===== src/qtc_pkg.sv =====
// ----------------------------------------------------------------------------
// qtc_pkg
// Shared codes and control types of the quadtree tile id codec.
// ----------------------------------------------------------------------------
package qtc_pkg;

  // Opcodes carried on the slave tuser
  localparam logic [1:0] OP_ENCODE = 2'd0;
  localparam logic [1:0] OP_DECODE = 2'd1;
  localparam logic [1:0] OP_LEVELS = 2'd2;

  // Configuration register indexes
  localparam logic [1:0] REG_MIN_X = 2'd0;
  localparam logic [1:0] REG_MIN_Y = 2'd1;
  localparam logic [1:0] REG_MAX_X = 2'd2;
  localparam logic [1:0] REG_MAX_Y = 2'd3;

  localparam int CFG_W = 16;

  // Quadrant numbers: right/left of the centre column, top/bottom of the centre row
  localparam logic [1:0] QUAD_RT = 2'd0;
  localparam logic [1:0] QUAD_LT = 2'd1;
  localparam logic [1:0] QUAD_LB = 2'd2;
  localparam logic [1:0] QUAD_RB = 2'd3;

  // One level stage for each level up to the largest 4-bit level count
  localparam int LEVEL_STEPS = 15;
  localparam logic [3:0] LEVELS_NONE = 4'hF;

  typedef struct packed {
    logic [1:0] opcode;
    logic       bad;     // encode too deep, or decode with leftover bits
    logic       found;   // needed-levels search has hit
    logic [3:0] lvl;     // level of the hit
  } ctrl_t;

endpackage


===== src/qtc_stage.sv =====
// ----------------------------------------------------------------------------
// qtc_stage
// One registered quadtree level: split the box at its centre, pick and
// descend a quadrant, and form one area term of the needed-levels search.
// ----------------------------------------------------------------------------
module qtc_stage import qtc_pkg::*; #(
  parameter int COORD_WIDTH = 16,
  parameter int MAX_LEVELS  = 12,
  parameter int LEVEL       = 0
) (
  input  logic                       clk,
  input  logic                       rst,
  input  logic                       load,
  input  logic                       in_valid,
  input  ctrl_t                      in_ctrl,
  input  logic [COORD_WIDTH-1:0]     in_min_x,
  input  logic [COORD_WIDTH-1:0]     in_min_y,
  input  logic [COORD_WIDTH-1:0]     in_max_x,
  input  logic [COORD_WIDTH-1:0]     in_max_y,
  input  logic [COORD_WIDTH-1:0]     in_x,
  input  logic [COORD_WIDTH-1:0]     in_y,
  input  logic [31:0]                in_code,
  input  logic [31:0]                in_limit,
  input  logic [COORD_WIDTH:0]       in_w,
  input  logic [COORD_WIDTH:0]       in_h,
  input  logic [2*COORD_WIDTH+1:0]   in_prod,
  output logic                       out_valid,
  output ctrl_t                      out_ctrl,
  output logic [COORD_WIDTH-1:0]     out_min_x,
  output logic [COORD_WIDTH-1:0]     out_min_y,
  output logic [COORD_WIDTH-1:0]     out_max_x,
  output logic [COORD_WIDTH-1:0]     out_max_y,
  output logic [COORD_WIDTH-1:0]     out_x,
  output logic [COORD_WIDTH-1:0]     out_y,
  output logic [31:0]                out_code,
  output logic [31:0]                out_limit,
  output logic [COORD_WIDTH:0]       out_w,
  output logic [COORD_WIDTH:0]       out_h,
  output logic [2*COORD_WIDTH+1:0]   out_prod
);

  localparam int PW        = 2*COORD_WIDTH + 2;
  localparam int CMPW      = (PW > 32) ? PW : 32;
  localparam bit DO_CMP    = (LEVEL >= 1) && (LEVEL - 1 <= MAX_LEVELS);
  localparam int CMP_LEVEL = (LEVEL > 0) ? LEVEL - 1 : 0;

  logic [COORD_WIDTH:0]   span_x, span_y;
  logic [COORD_WIDTH-1:0] cx, cy;
  logic [1:0]             q_enc, q_id, q;
  logic                   active, enc_active;
  logic [31:0]            code_next;
  logic [COORD_WIDTH-1:0] min_x_next, min_y_next, max_x_next, max_y_next;
  ctrl_t                  ctrl_next;

  assign span_x = {1'b0, in_max_x} - {1'b0, in_min_x} + (COORD_WIDTH+1)'(1);
  assign span_y = {1'b0, in_max_y} - {1'b0, in_min_y} + (COORD_WIDTH+1)'(1);
  assign cx     = in_min_x + span_x[COORD_WIDTH:1];
  assign cy     = in_min_y + span_y[COORD_WIDTH:1];

  always_comb begin
    if (in_y <= cy) begin
      q_enc = (in_x >= cx) ? QUAD_RT : QUAD_LT;
    end else begin
      q_enc = (in_x < cx) ? QUAD_LB : QUAD_RB;
    end
  end

  // Level count sits in code[3:0] for both encode and decode
  assign active = (((in_ctrl.opcode == OP_ENCODE) && !in_ctrl.bad) ||
                   (in_ctrl.opcode == OP_DECODE)) && (in_code[3:0] > 4'(LEVEL));
  assign enc_active = active && (in_ctrl.opcode == OP_ENCODE);

  generate
    if (2*LEVEL + 5 <= 31) begin : g_pair
      assign q_id = in_code[2*LEVEL+5 -: 2];
      always_comb begin
        code_next = in_code;
        if (enc_active) begin
          code_next[2*LEVEL+5 -: 2] = q_enc;
        end
      end
    end else begin : g_nopair
      // Beyond the pairs an id can carry: read as the first quadrant
      assign q_id      = QUAD_RT;
      assign code_next = in_code;
    end
  endgenerate

  assign q = (in_ctrl.opcode == OP_ENCODE) ? q_enc : q_id;

  always_comb begin
    min_x_next = in_min_x;
    min_y_next = in_min_y;
    max_x_next = in_max_x;
    max_y_next = in_max_y;
    if (active) begin
      case (q)
        QUAD_RT: begin
          min_x_next = cx;
          max_y_next = cy;
        end
        QUAD_LT: begin
          max_x_next = cx;
          max_y_next = cy;
        end
        QUAD_LB: begin
          max_x_next = cx;
          min_y_next = cy;
        end
        default: begin
          min_x_next = cx;
          min_y_next = cy;
        end
      endcase
    end
  end

  // in_prod holds the area of the previous level
  always_comb begin
    ctrl_next = in_ctrl;
    if (DO_CMP && (in_ctrl.opcode == OP_LEVELS) && !in_ctrl.found &&
        (CMPW'(in_prod) <= CMPW'(in_limit))) begin
      ctrl_next.found = 1'b1;
      ctrl_next.lvl   = 4'(CMP_LEVEL);
    end
  end

  always_ff @(posedge clk) begin
    if (rst) begin
      out_valid <= 1'b0;
    end else if (load) begin
      out_valid <= in_valid;
    end
  end

  always_ff @(posedge clk) begin
    if (load) begin
      out_ctrl  <= ctrl_next;
      out_min_x <= min_x_next;
      out_min_y <= min_y_next;
      out_max_x <= max_x_next;
      out_max_y <= max_y_next;
      out_x     <= in_x;
      out_y     <= in_y;
      out_code  <= code_next;
      out_limit <= in_limit;
      out_w     <= in_w >> 1;
      out_h     <= in_h >> 1;
      out_prod  <= PW'(in_w) * PW'(in_h);
    end
  end

endmodule


===== config.mk =====
export PLATFORM = sky130hd
export DESIGN_NAME = qtc_stage
export DESIGN_NICKNAME = d
export VERILOG_FILES = /design/src/qtc_pkg.sv /design/src/qtc_stage.sv
export SDC_FILE = /design/constraint.sdc
export NUM_CORES = 1
export LEC_CHECK = 0
export BUFFER_PORTS_ARGS = -buffer_cell sky130_fd_sc_hd__buf_2
export CAP_MARGIN = 20
export CORE_ASPECT_RATIO = 1.75
export CORE_MARGIN = 5
export CORE_UTILIZATION = 45
export CTS_CLUSTER_DIAMETER = 80
export DETAILED_ROUTE_END_ITERATION = 16
export PLACE_DENSITY_LB_ADDON = 0.1
export SKIP_LAST_GASP = 1
export SLEW_MARGIN = 20
export SYNTH_ARGS = -nofsm -noshare
export SYNTH_HDL_FRONTEND = slang
export SYNTH_SLANG_ARGS = --single-unit

===== constraint.sdc =====
create_clock -name clk -period 17 [get_ports clk]
set_input_delay 2.55 -clock clk [delete_from_list [all_inputs] [get_ports clk]]
set_output_delay 2.55 -clock clk [all_outputs]
set_load 0.01 [all_outputs]

==> results.md, run 1 <==
Status:
- The flow ran to the end, and the final reports show no timing, DRC or antenna violations.

Worst setup path:
- Along the worst path, the maximum fanout reaches 16.
- The worst setup slack for register-to-register paths is 16.42 ns.
- The slowest library cell on the worst path is sky130_fd_sc_hd__a31oi_4.
- STA puts the critical path data required time at 17.27 ns.
- The kind of critical path is in2reg.
- The signal arrival time at the worst endpoint is 9.01 ns.
- The category of the worst setup path capture point is a flip-flop.
- On the worst path, the slowest cell contributes a delay of 0.72 ns.
- The kind of launch point of the worst setup path is a primary input.

Logic synthesis:
- The number of synthesized flops with an enable pin is 234.
- Ranked by instance count, the synthesized netlist is headed by sky130_fd_sc_hd__inv_1, sky130_fd_sc_hd__nand2_1, sky130_fd_sc_hd__edfxtp_1.
- The most used flip-flop cell after synthesis is sky130_fd_sc_hd__edfxtp_1.
- The synthesized design contains 235 register bits.
- In this run the cell area of the synthesized design comes to 21360 µm².
- The largest area contributor in the synthesized netlist is sky130_fd_sc_hd__edfxtp_1.
- The number of standard cells after synthesis is 2005.
- The count of distinct cell types in the synthesized netlist is 70.
- The area share of the leading cell type in the synthesized netlist is 32.90%.
- The async set or reset register ratio after synthesis is 0%.
- The leading cell type by number of instances after synthesis is sky130_fd_sc_hd__inv_1.
- For this run, the number of Yosys warnings is 0.
- Yosys attributes the largest share of cell area to sky130_fd_sc_hd__edfxtp_1, sky130_fd_sc_hd__fa_1, sky130_fd_sc_hd__ha_1.
- The register area share after synthesis is 32.99%.
- The synthesized area divided by synthesized cell count is 10.65 µm².

Routing:
- The remaining routing DRC violations is 0.
- Dividing the detail-routed wire length by the instance count gives 21.90 µm.
- The number of iterations in the first detailed-routing pass is 5.
- The detail route stage leaves a number of antenna-violating nets equal to 0.
- Summed over all layers, the routed wires come to 66370 µm.
- The vias after detailed routing is 16250.
- The mean number of vias per cell is 5.364.
- The detailed router finished its first iteration with 723 violations.

Clocking:
- The level count of the clock H-tree is 1.
- The tree is rooted in a sky130_fd_sc_hd__clkbuf_16.
- The maximum number of buffers from clock root to sink is 3.
- The clock sink count is 235.
- The quantity of hold-fixing buffers added after cts is 0.
- The CTS tree is built.
- The number of gates given a new drive strength after cts is 0.
- The clock latency at the later pin of the worst-skew pair is 0.52 ns.
- TritonCTS created 24 clock buffers.
- The clock-pin slew on the worst setup and hold paths is 0.07 ns.
- After clock tree synthesis, the setup repair step added 0 buffers.

Placement:
- At the placement stage, the worst setup path has a slack of 7.749 ns.
- The congestion estimate from routability-driven global placement came to 0.8925.
- The cell area reported after detailed placement is 24080 µm².
- Including well taps, the total number of placed cells is 2981.
- The number of I/O port buffers is 440.
- Detailed placement ended at an HPWL of 54770 µm.

Finish:
- The register with the most flip-flops in the final layout is out_prod.
- The area growth from synthesis to layout is 16.54%.
- The count of cells in the finished layout, fillers not included, comes to 3030.
- At the end of the flow, the number of nets in the layout was 3119.
- In the final layout, the share of cells above drive strength 1 is 21.47%.
- The final standard cell area without fillers is 24890 µm².
- The largest registers in the layout are out_prod x34, out_code x32, out_limit x32.
- At the end of the flow the core is filled with cells to 53.07%.
- The flip-flop count of the largest register after layout is 34.

Global route:
- Entering global routing, the biggest net connects 92 pins.
- After global routing the overflow that remains totals 0.
- The global-route wire length before repair is 98800 µm.
- The initial antenna violation count was 11.
- In the global route stage, overall resource usage came out at 24.87%.
- The via count of the first global-routing pass is 17540.

Power:
- The sequential group share of total power is 19.1%.
- The part of the total power dissipated in the clock network is 11.7%.
- The net switching power of the design is 2.176 mW.
- The internal portion of the total power is 2.507 mW.
- The maximum vdd drop is 0.0003109 V.
- Dividing total power by cell area gives a power density of 188.1 nW/µm².
- The design draws 4.683 mW.
- Of the total power, the share spent switching nets is 46.47%.
- The share of total power in combinational logic is 69.2%.
- Summed over all cells, the static leakage comes to 12.15 nW.

Timing:
- On the final layout, the worst hold slack is 0.5030 ns.
- The setup-violating endpoint count in the final report is 0.
- The worst path in the final design needs a cycle of 8.738 ns, including I/O delays and setup.
- Setup repair after global routing left no endpoint under its margin.
- The number of hold-slack violations in the final timing report was 0.
- The setup total negative slack is 0 ns.
- The worst setup margin is 8.262 ns.
- The max-slew violation count is 0.
- In this run the tightest slew margin relative to its limit is 35.72%.
- Clock skew on the completed layout was measured at 0 ns.
- Dividing the final minimum period by the clock period gives 51.40%.
- The upper clock frequency limit is 114.4 MHz.
- The actual slew at the worst max-slew pin is 0.9642 ns.

Floorplanning:
- From bottom edge to top edge, the die measures 298.2 µm.
- The floorplan has 105 rows.
- The total die area is 52100 µm².
- The count of pins on the block boundary is 477.
- The die extent in x is 174.7 µm.
- The total area inside the core boundary comes to 46900 µm².
- The initial utilization of the core area, before any placement, comes to 45.54%.

Job:
- Across the run, the number of max-cap violations was 0.

Worst hold path:
- In this run the worst hold path is classified as reg2reg.
[kinds of logic after synthesis]
group                    Yosys count  synth area share [%]
AND/OR/NAND/NOR                  504                 11.04
adder cells (fa/ha/maj)          460                 34.96
buffers and inverters            434                 7.832
AO/OA/AOI/OAI                    254                 7.814
flip-flops                       235                 32.99
XOR/XNOR                          76                 3.116
multiplexers                      41                 2.238
other                              1               0.01756
[routing by layer]
metal / share of wire [%] / vias up / GRT usage (%)
met5: 0.036 / - / 0
met4: 7.2 / 4 / 15.54
met3: 6.8 / 187 / 5.797
met2: 56 / 582 / 49.02
met1: 30 / 8084 / 22.06
li1: - / 7397 / -
[critical path: cells and delay by family]
kind | cells | cell delay (ns)
mux | 2 | 0.68
simple gates | 3 | 0.52
compound gates | 13 | 3.15
buf+inv | 5 | 0.42
xor+xnor | 1 | 0.17
fa+ha+maj | 5 | 1.48
[power by group through the flow]
stage	sequential, mW	combinational (mW)	clock, mW
floorplan	0.954	2.25	0
global placement	0.908	3.27	0
detailed placement	0.909	3.32	0
CTS	0.898	3.35	0.565
global route	0.903	3.64	0.585
finish	0.895	3.24	0.546
[cell type report]
cell class / instances / area, µm²
Clock buffer: 29 / 640.6
Multi-Input combinational cell: 1337 / 12640
Inverter: 378 / 1419
Antenna cell: 6 / 15.01
Timing Repair Buffer: 443 / 2235
Fill cell: 4297 / 22010
Sequential cell: 235 / 7047
Clock inverter: 14 / 156.4
Tap cell: 588 / 735.7
[layout by cell type (no fill, tap or decap), types with 34 or more instances in the layout]
cell type                  instances
sky130_fd_sc_hd__fa_1            228
sky130_fd_sc_hd__xnor2_1          60
sky130_fd_sc_hd__edfxtp_1        234
sky130_fd_sc_hd__o21ai_0          66
sky130_fd_sc_hd__a21o_1           34
sky130_fd_sc_hd__buf_2           439
sky130_fd_sc_hd__nand2_1         255
sky130_fd_sc_hd__ha_1            232
sky130_fd_sc_hd__a21oi_1          63
sky130_fd_sc_hd__inv_1           378
sky130_fd_sc_hd__and2_1           96
sky130_fd_sc_hd__nor2_1           53
[path summary, 6_finish.rpt]
check,end,startpoint,cells past startpoint
max,out_max_x[15],in_max_x[1],29
min,out_valid,out_valid,2
max reg2reg,out_valid,out_valid,2
min reg2reg,out_valid,out_valid,2
(Power assumes the default switching activity.)
==> run 2, diff against run 1 <==
Settings changed: ABC_AREA set to 1.
Clock period 17 ns to 7.4 ns, I/O delays scaled along.
==> results.md, run 2 <==
Status:
- Outcome: finished clean (unchanged).

Global route:
- The global-route usage over all layers is 24.18% (was 24.87%).
- The remaining global-route overflow came to 0 (unchanged).
- The global-route wire length before repair is 99570 µm (was 98800 µm).
- The maximum number of pins on one net before global-route repair is 145 (was 92).
- The initial antenna violation count is 7 (was 11).
- The via count of the first global-routing pass is 18270 (was 17540).

Worst setup path:
- The origin of the critical flop-to-flop path is out_valid (unchanged).
- The category of the worst setup path capture point was a flip-flop (unchanged).
- The kind of critical path was in2reg (unchanged).
- The worst setup slack for register-to-register paths is 6.79 ns (was 16.42 ns).
- The gate family responsible for the most delay along the worst path is adder cells (was compound AO/OA/AOI/OAI gates).
- The required time at the endpoint of the critical path is 7.68 ns (was 17.27 ns).
- The reg-to-reg critical path endpoint is out_valid (unchanged).
- The top fanout value on the critical path came to 16 (unchanged).
- The depth of the most critical reg-to-reg path is 2 (unchanged).
- The signal on the critical path passes through buf_2 > nand2_1 > fa_1 > inv_1 > fa_1 > inv_1 > fa_1 > inv_1 > fa_1 > inv_1 > fa_1 > fa_1 > inv_1 > ha_1 > a21oi_1 > a21boi_0 > o21ai_0 > nand2_1 > nand3_1 > nand2_1 > nand2_1 > nand2_1 > nand2_1 > xor2_1.
- The signal arrival time at the worst endpoint came to 6.62 ns (was 9.01 ns).
- The sum of buffers and inverters on the critical path is 6 (was 5).
- The slowest library cell on the worst path is sky130_fd_sc_hd__fa_1 (was sky130_fd_sc_hd__a31oi_4).
- The kind of launch point of the worst setup path is a primary input (unchanged).
- The delay of the slowest cell on the worst path is 0.58 ns (was 0.72 ns).

Clocking:
- The clock sink count is 235 (unchanged).
- The level count of the clock H-tree was 1 (unchanged).
- The CTS tree is built (unchanged).
- The clock-pin slew on the worst setup and hold paths was 0.06 ns (was 0.07 ns).
- The number of gates given a new drive strength after cts is 0 (unchanged).
- The count of buffers added by post-CTS timing repair for setup came to 0 (unchanged).
- The quantity of hold-fixing buffers added after cts is 0 (unchanged).
- The buffer type at the clock tree root is sky130_fd_sc_hd__clkbuf_16 (unchanged).
- The CTS buffer count is 24 (unchanged).
- The clock latency at the later pin of the worst-skew pair is 0.54 ns (was 0.52 ns).
- The maximum number of buffers from clock root to sink is 3 (unchanged).

Timing:
- The largest clock skew in the final design came to 0 ns (unchanged).
- The worst hold margin was 0.5216 ns (was 0.5030 ns).
- The setup-violating endpoint count in the final report is 0 (unchanged).
- The setup total negative slack was 0 ns (unchanged).
- The relative slew slack is 34.85% (was 35.72%).
- The portion of the clock cycle consumed by the worst path in the final layout is 85.74%.
- The actual slew at the worst max-slew pin is 0.9772 ns (was 0.9642 ns).
- The max-slew violation count is 0 (unchanged).
- Static timing analysis puts the maximum clock frequency at 157.6 MHz.
- The number of hold-slack violations in the final timing report is 0 (unchanged).
- The minimum period implied by the final worst setup slack is 6.344 ns.
- Setup repair after global routing missed its margin: false (unchanged).

Floorplanning:
- The count of pins on the block boundary was 477 (unchanged).
- The number of cell rows is 107 (was 105).
- The die height is 302.7 µm (was 298.2 µm).
- The core region area is 48600 µm² (was 46900 µm²).
- The total die area is 53660 µm² (was 52100 µm²).
- The effective utilization at floorplan is 45.33% (was 45.54%).
- The die extent in x is 177.3 µm (was 174.7 µm).

Logic synthesis:
- The register area share after synthesis is 31.99% (was 32.99%).
- The number of standard cells after synthesis is 2377 (was 2005).
- The area share of the leading cell type in the synthesized netlist is 31.89% (was 32.90%).
- The synthesized area divided by synthesized cell count is 9.268 µm² (was 10.65 µm²).
- Leading cell types by total area after synthesis: sky130_fd_sc_hd__edfxtp_1, sky130_fd_sc_hd__fa_1, sky130_fd_sc_hd__ha_1 (unchanged).
- The largest area contributor in the synthesized netlist is sky130_fd_sc_hd__edfxtp_1 (unchanged).
- The count of distinct cell types in the synthesized netlist is 50 (was 70).
- The synthesized flop and latch total is 235 (unchanged).
- Cell types with the highest counts after synthesis: sky130_fd_sc_hd__nand2_1, sky130_fd_sc_hd__inv_1, sky130_fd_sc_hd__edfxtp_1 (was sky130_fd_sc_hd__inv_1, sky130_fd_sc_hd__nand2_1, sky130_fd_sc_hd__edfxtp_1).
- The number of synthesis warnings was 0 (unchanged).
- The number of synthesized flops with an enable pin is 234 (unchanged).
- The most used flip-flop cell after synthesis was sky130_fd_sc_hd__edfxtp_1 (unchanged).
- The post-synthesis instance area came to 22030 µm² (was 21360 µm²).
- The async set or reset register ratio after synthesis is 0% (unchanged).
- The leading cell type by number of instances after synthesis is sky130_fd_sc_hd__nand2_1 (was sky130_fd_sc_hd__inv_1).

Power:
- The maximum vdd drop was 0.0006439 V (was 0.0003109 V).
- The total power was 11.10 mW (was 4.683 mW).
- The reported leakage power was 13.60 nW (was 12.15 nW).
- The power per unit of standard cell area is 433.8 nW/µm² (was 188.1 nW/µm²).

Finish:
- The flip-flop count of the largest register after layout is 34 (unchanged).
- The register with the most flip-flops was out_prod (unchanged).
- The layout overhead on the synthesized area is 16.13% (was 16.54%).
- The final standard cell area without fillers is 25580 µm² (was 24890 µm²).
- Largest regs: out_prod x34, out_code x32, out_limit x32 (unchanged).
- The core occupancy in the finished layout is 52.65% (was 53.07%).
- The filler cell count in the final layout is 4630 (was 4297).
- The most common cell after layout, fill and taps aside is sky130_fd_sc_hd__nand2_1 (was sky130_fd_sc_hd__buf_2).
- The number of nets in the layout is 3471 (was 3119).
- The footprint of the flip-flops and latches was 7047 µm² (unchanged).
- The area occupied by multi-input gates came to 12600 µm² (was 12640 µm²).
- The proportion of layout cells with a drive suffix above 1 is 18.55% (was 21.47%).
- Commonest cells after routing, fill and taps aside: sky130_fd_sc_hd__nand2_1, sky130_fd_sc_hd__inv_1, sky130_fd_sc_hd__buf_2 (was sky130_fd_sc_hd__buf_2, sky130_fd_sc_hd__inv_1, sky130_fd_sc_hd__nand2_1).

Worst hold path:
- The number of stages on the worst hold path is 2 (unchanged).
- The class of the most critical hold timing path was reg2reg (unchanged).
- The endpoint of the worst hold path is out_valid (unchanged).
- The hold path startpoint is out_valid (unchanged).

Placement:
- The cell area reported after detailed placement is 24790 µm² (was 24080 µm²).
- The routability congestion estimate is 0.8825 (was 0.8925).
- The post-detailed-placement half-perimeter wirelength came to 54760 µm (was 54770 µm).
- The number of I/O port buffers is 440 (unchanged).

Routing:
- The number of antenna-violating nets in the routed design is 0 (unchanged).
- The remaining routing DRC violations is 0 (unchanged).
- The number of violations reported at the end of detailed-routing iteration 0 is 602 (was 723).
- The detailed-route wire length is 65900 µm (was 66370 µm).
- The number of iterations in the first detailed-routing pass was 5 (unchanged).
- The routed wirelength normalized by instance count is 19.14 µm (was 21.90 µm).
- The vias after detailed routing is 17310 (was 16250).
- The mean number of vias per cell came to 5.028 (was 5.364).

Job:
- The total of max-cap violations is 0 (unchanged).
## run 2: cell types whose count changed in the layout (fill, tap and decap cells not counted), moves of 13 or more
cell                      change
sky130_fd_sc_hd__a21o_1      -19
sky130_fd_sc_hd__a21oi_1     +28
sky130_fd_sc_hd__and2_1      -95
sky130_fd_sc_hd__inv_1      +158
sky130_fd_sc_hd__mux2_2      -17
sky130_fd_sc_hd__mux2i_1     -13
sky130_fd_sc_hd__nand2_1    +323
sky130_fd_sc_hd__nand3_1     +51
sky130_fd_sc_hd__nor2b_1     -17
sky130_fd_sc_hd__o21ai_0     -14
sky130_fd_sc_hd__o21ai_1     +18
sky130_fd_sc_hd__xnor2_1     -32
sky130_fd_sc_hd__xor2_1      +34
## run 2: cell type report
cell class	count	share of cell area (%)
multi-input combinational	1521	49.25
sequential	235	27.54
timing repair buffer	449	8.959
inverter	540	7.923
tap	654	3.198
clock buffer	29	2.421
clock inverter	13	0.6944
antenna	1	0.009781
## run 2: kinds of logic (layout without fill, tap and decap cells)
logic type	Yosys count	after routing	synth area share (%)
AO/OA/AOI/OAI	224	224	5.827
XOR/XNOR	78	78	3.101
adder cells (fa/ha/maj)	460	460	33.89
buffers and inverters	622	1031	10.84
flip-flops	235	235	31.99
multiplexers	1	1	0.04544
other	1	3	0.01702
AND/OR/NAND/NOR	756	756	14.29
## run 2: per-stage QoR
stage	setup slack, ns	instances
4_1_cts	1.080	3441
6_report	1.056	3442
5_1_grt	0.5756	3442
3_3_place_gp	0.5659	3399
3_5_place_dp	0.4937	3399
2_1_floorplan	0.9154	2378
## run 2: worst min-delay path: cells and delay by family, from the launching register on
family | cells | cell delay, ns
multiplexers | 1 | 0.07
flip-flops | 1 | 0.33
AND/OR/NAND/NOR | 1 | 0.08
## run 2: power breakdown
part	total [mW]	internal [mW]	leakage (nW)	switching, mW
combinational	7.79	2.86	10.9	4.93
clock	1.25	0.711	0.383	0.538
sequential	2.06	2.01	2.30	0.0523
## run 2: worst max-delay path by stage
stage,start,to,slack (ns),depth (start not counted)
final,in_h[5],out_prod[31],1.06,24
after detailed placement,in_h[5],out_prod[31],0.49,24
after floorplan,in_w[16],out_prod[31],0.92,25
after global placement,in_min_x[1],out_max_x[13],0.57,32
after global routing,in_min_y[3],out_max_y[13],0.58,28
after CTS,in_min_x[1],out_max_x[8],1.08,32
## run 2: metal layers
| metal | share of wire (%) | up-vias | track usage, % |
|---|---|---|---|
| met5 | 0.032 | - | 0 |
| met4 | 5.9 | 4 | 12.63 |
| met3 | 5.1 | 177 | 3.054 |
| met2 | 58 | 549 | 49.68 |
| met1 | 31 | 8381 | 22.47 |
| li1 | - | 8195 | - |
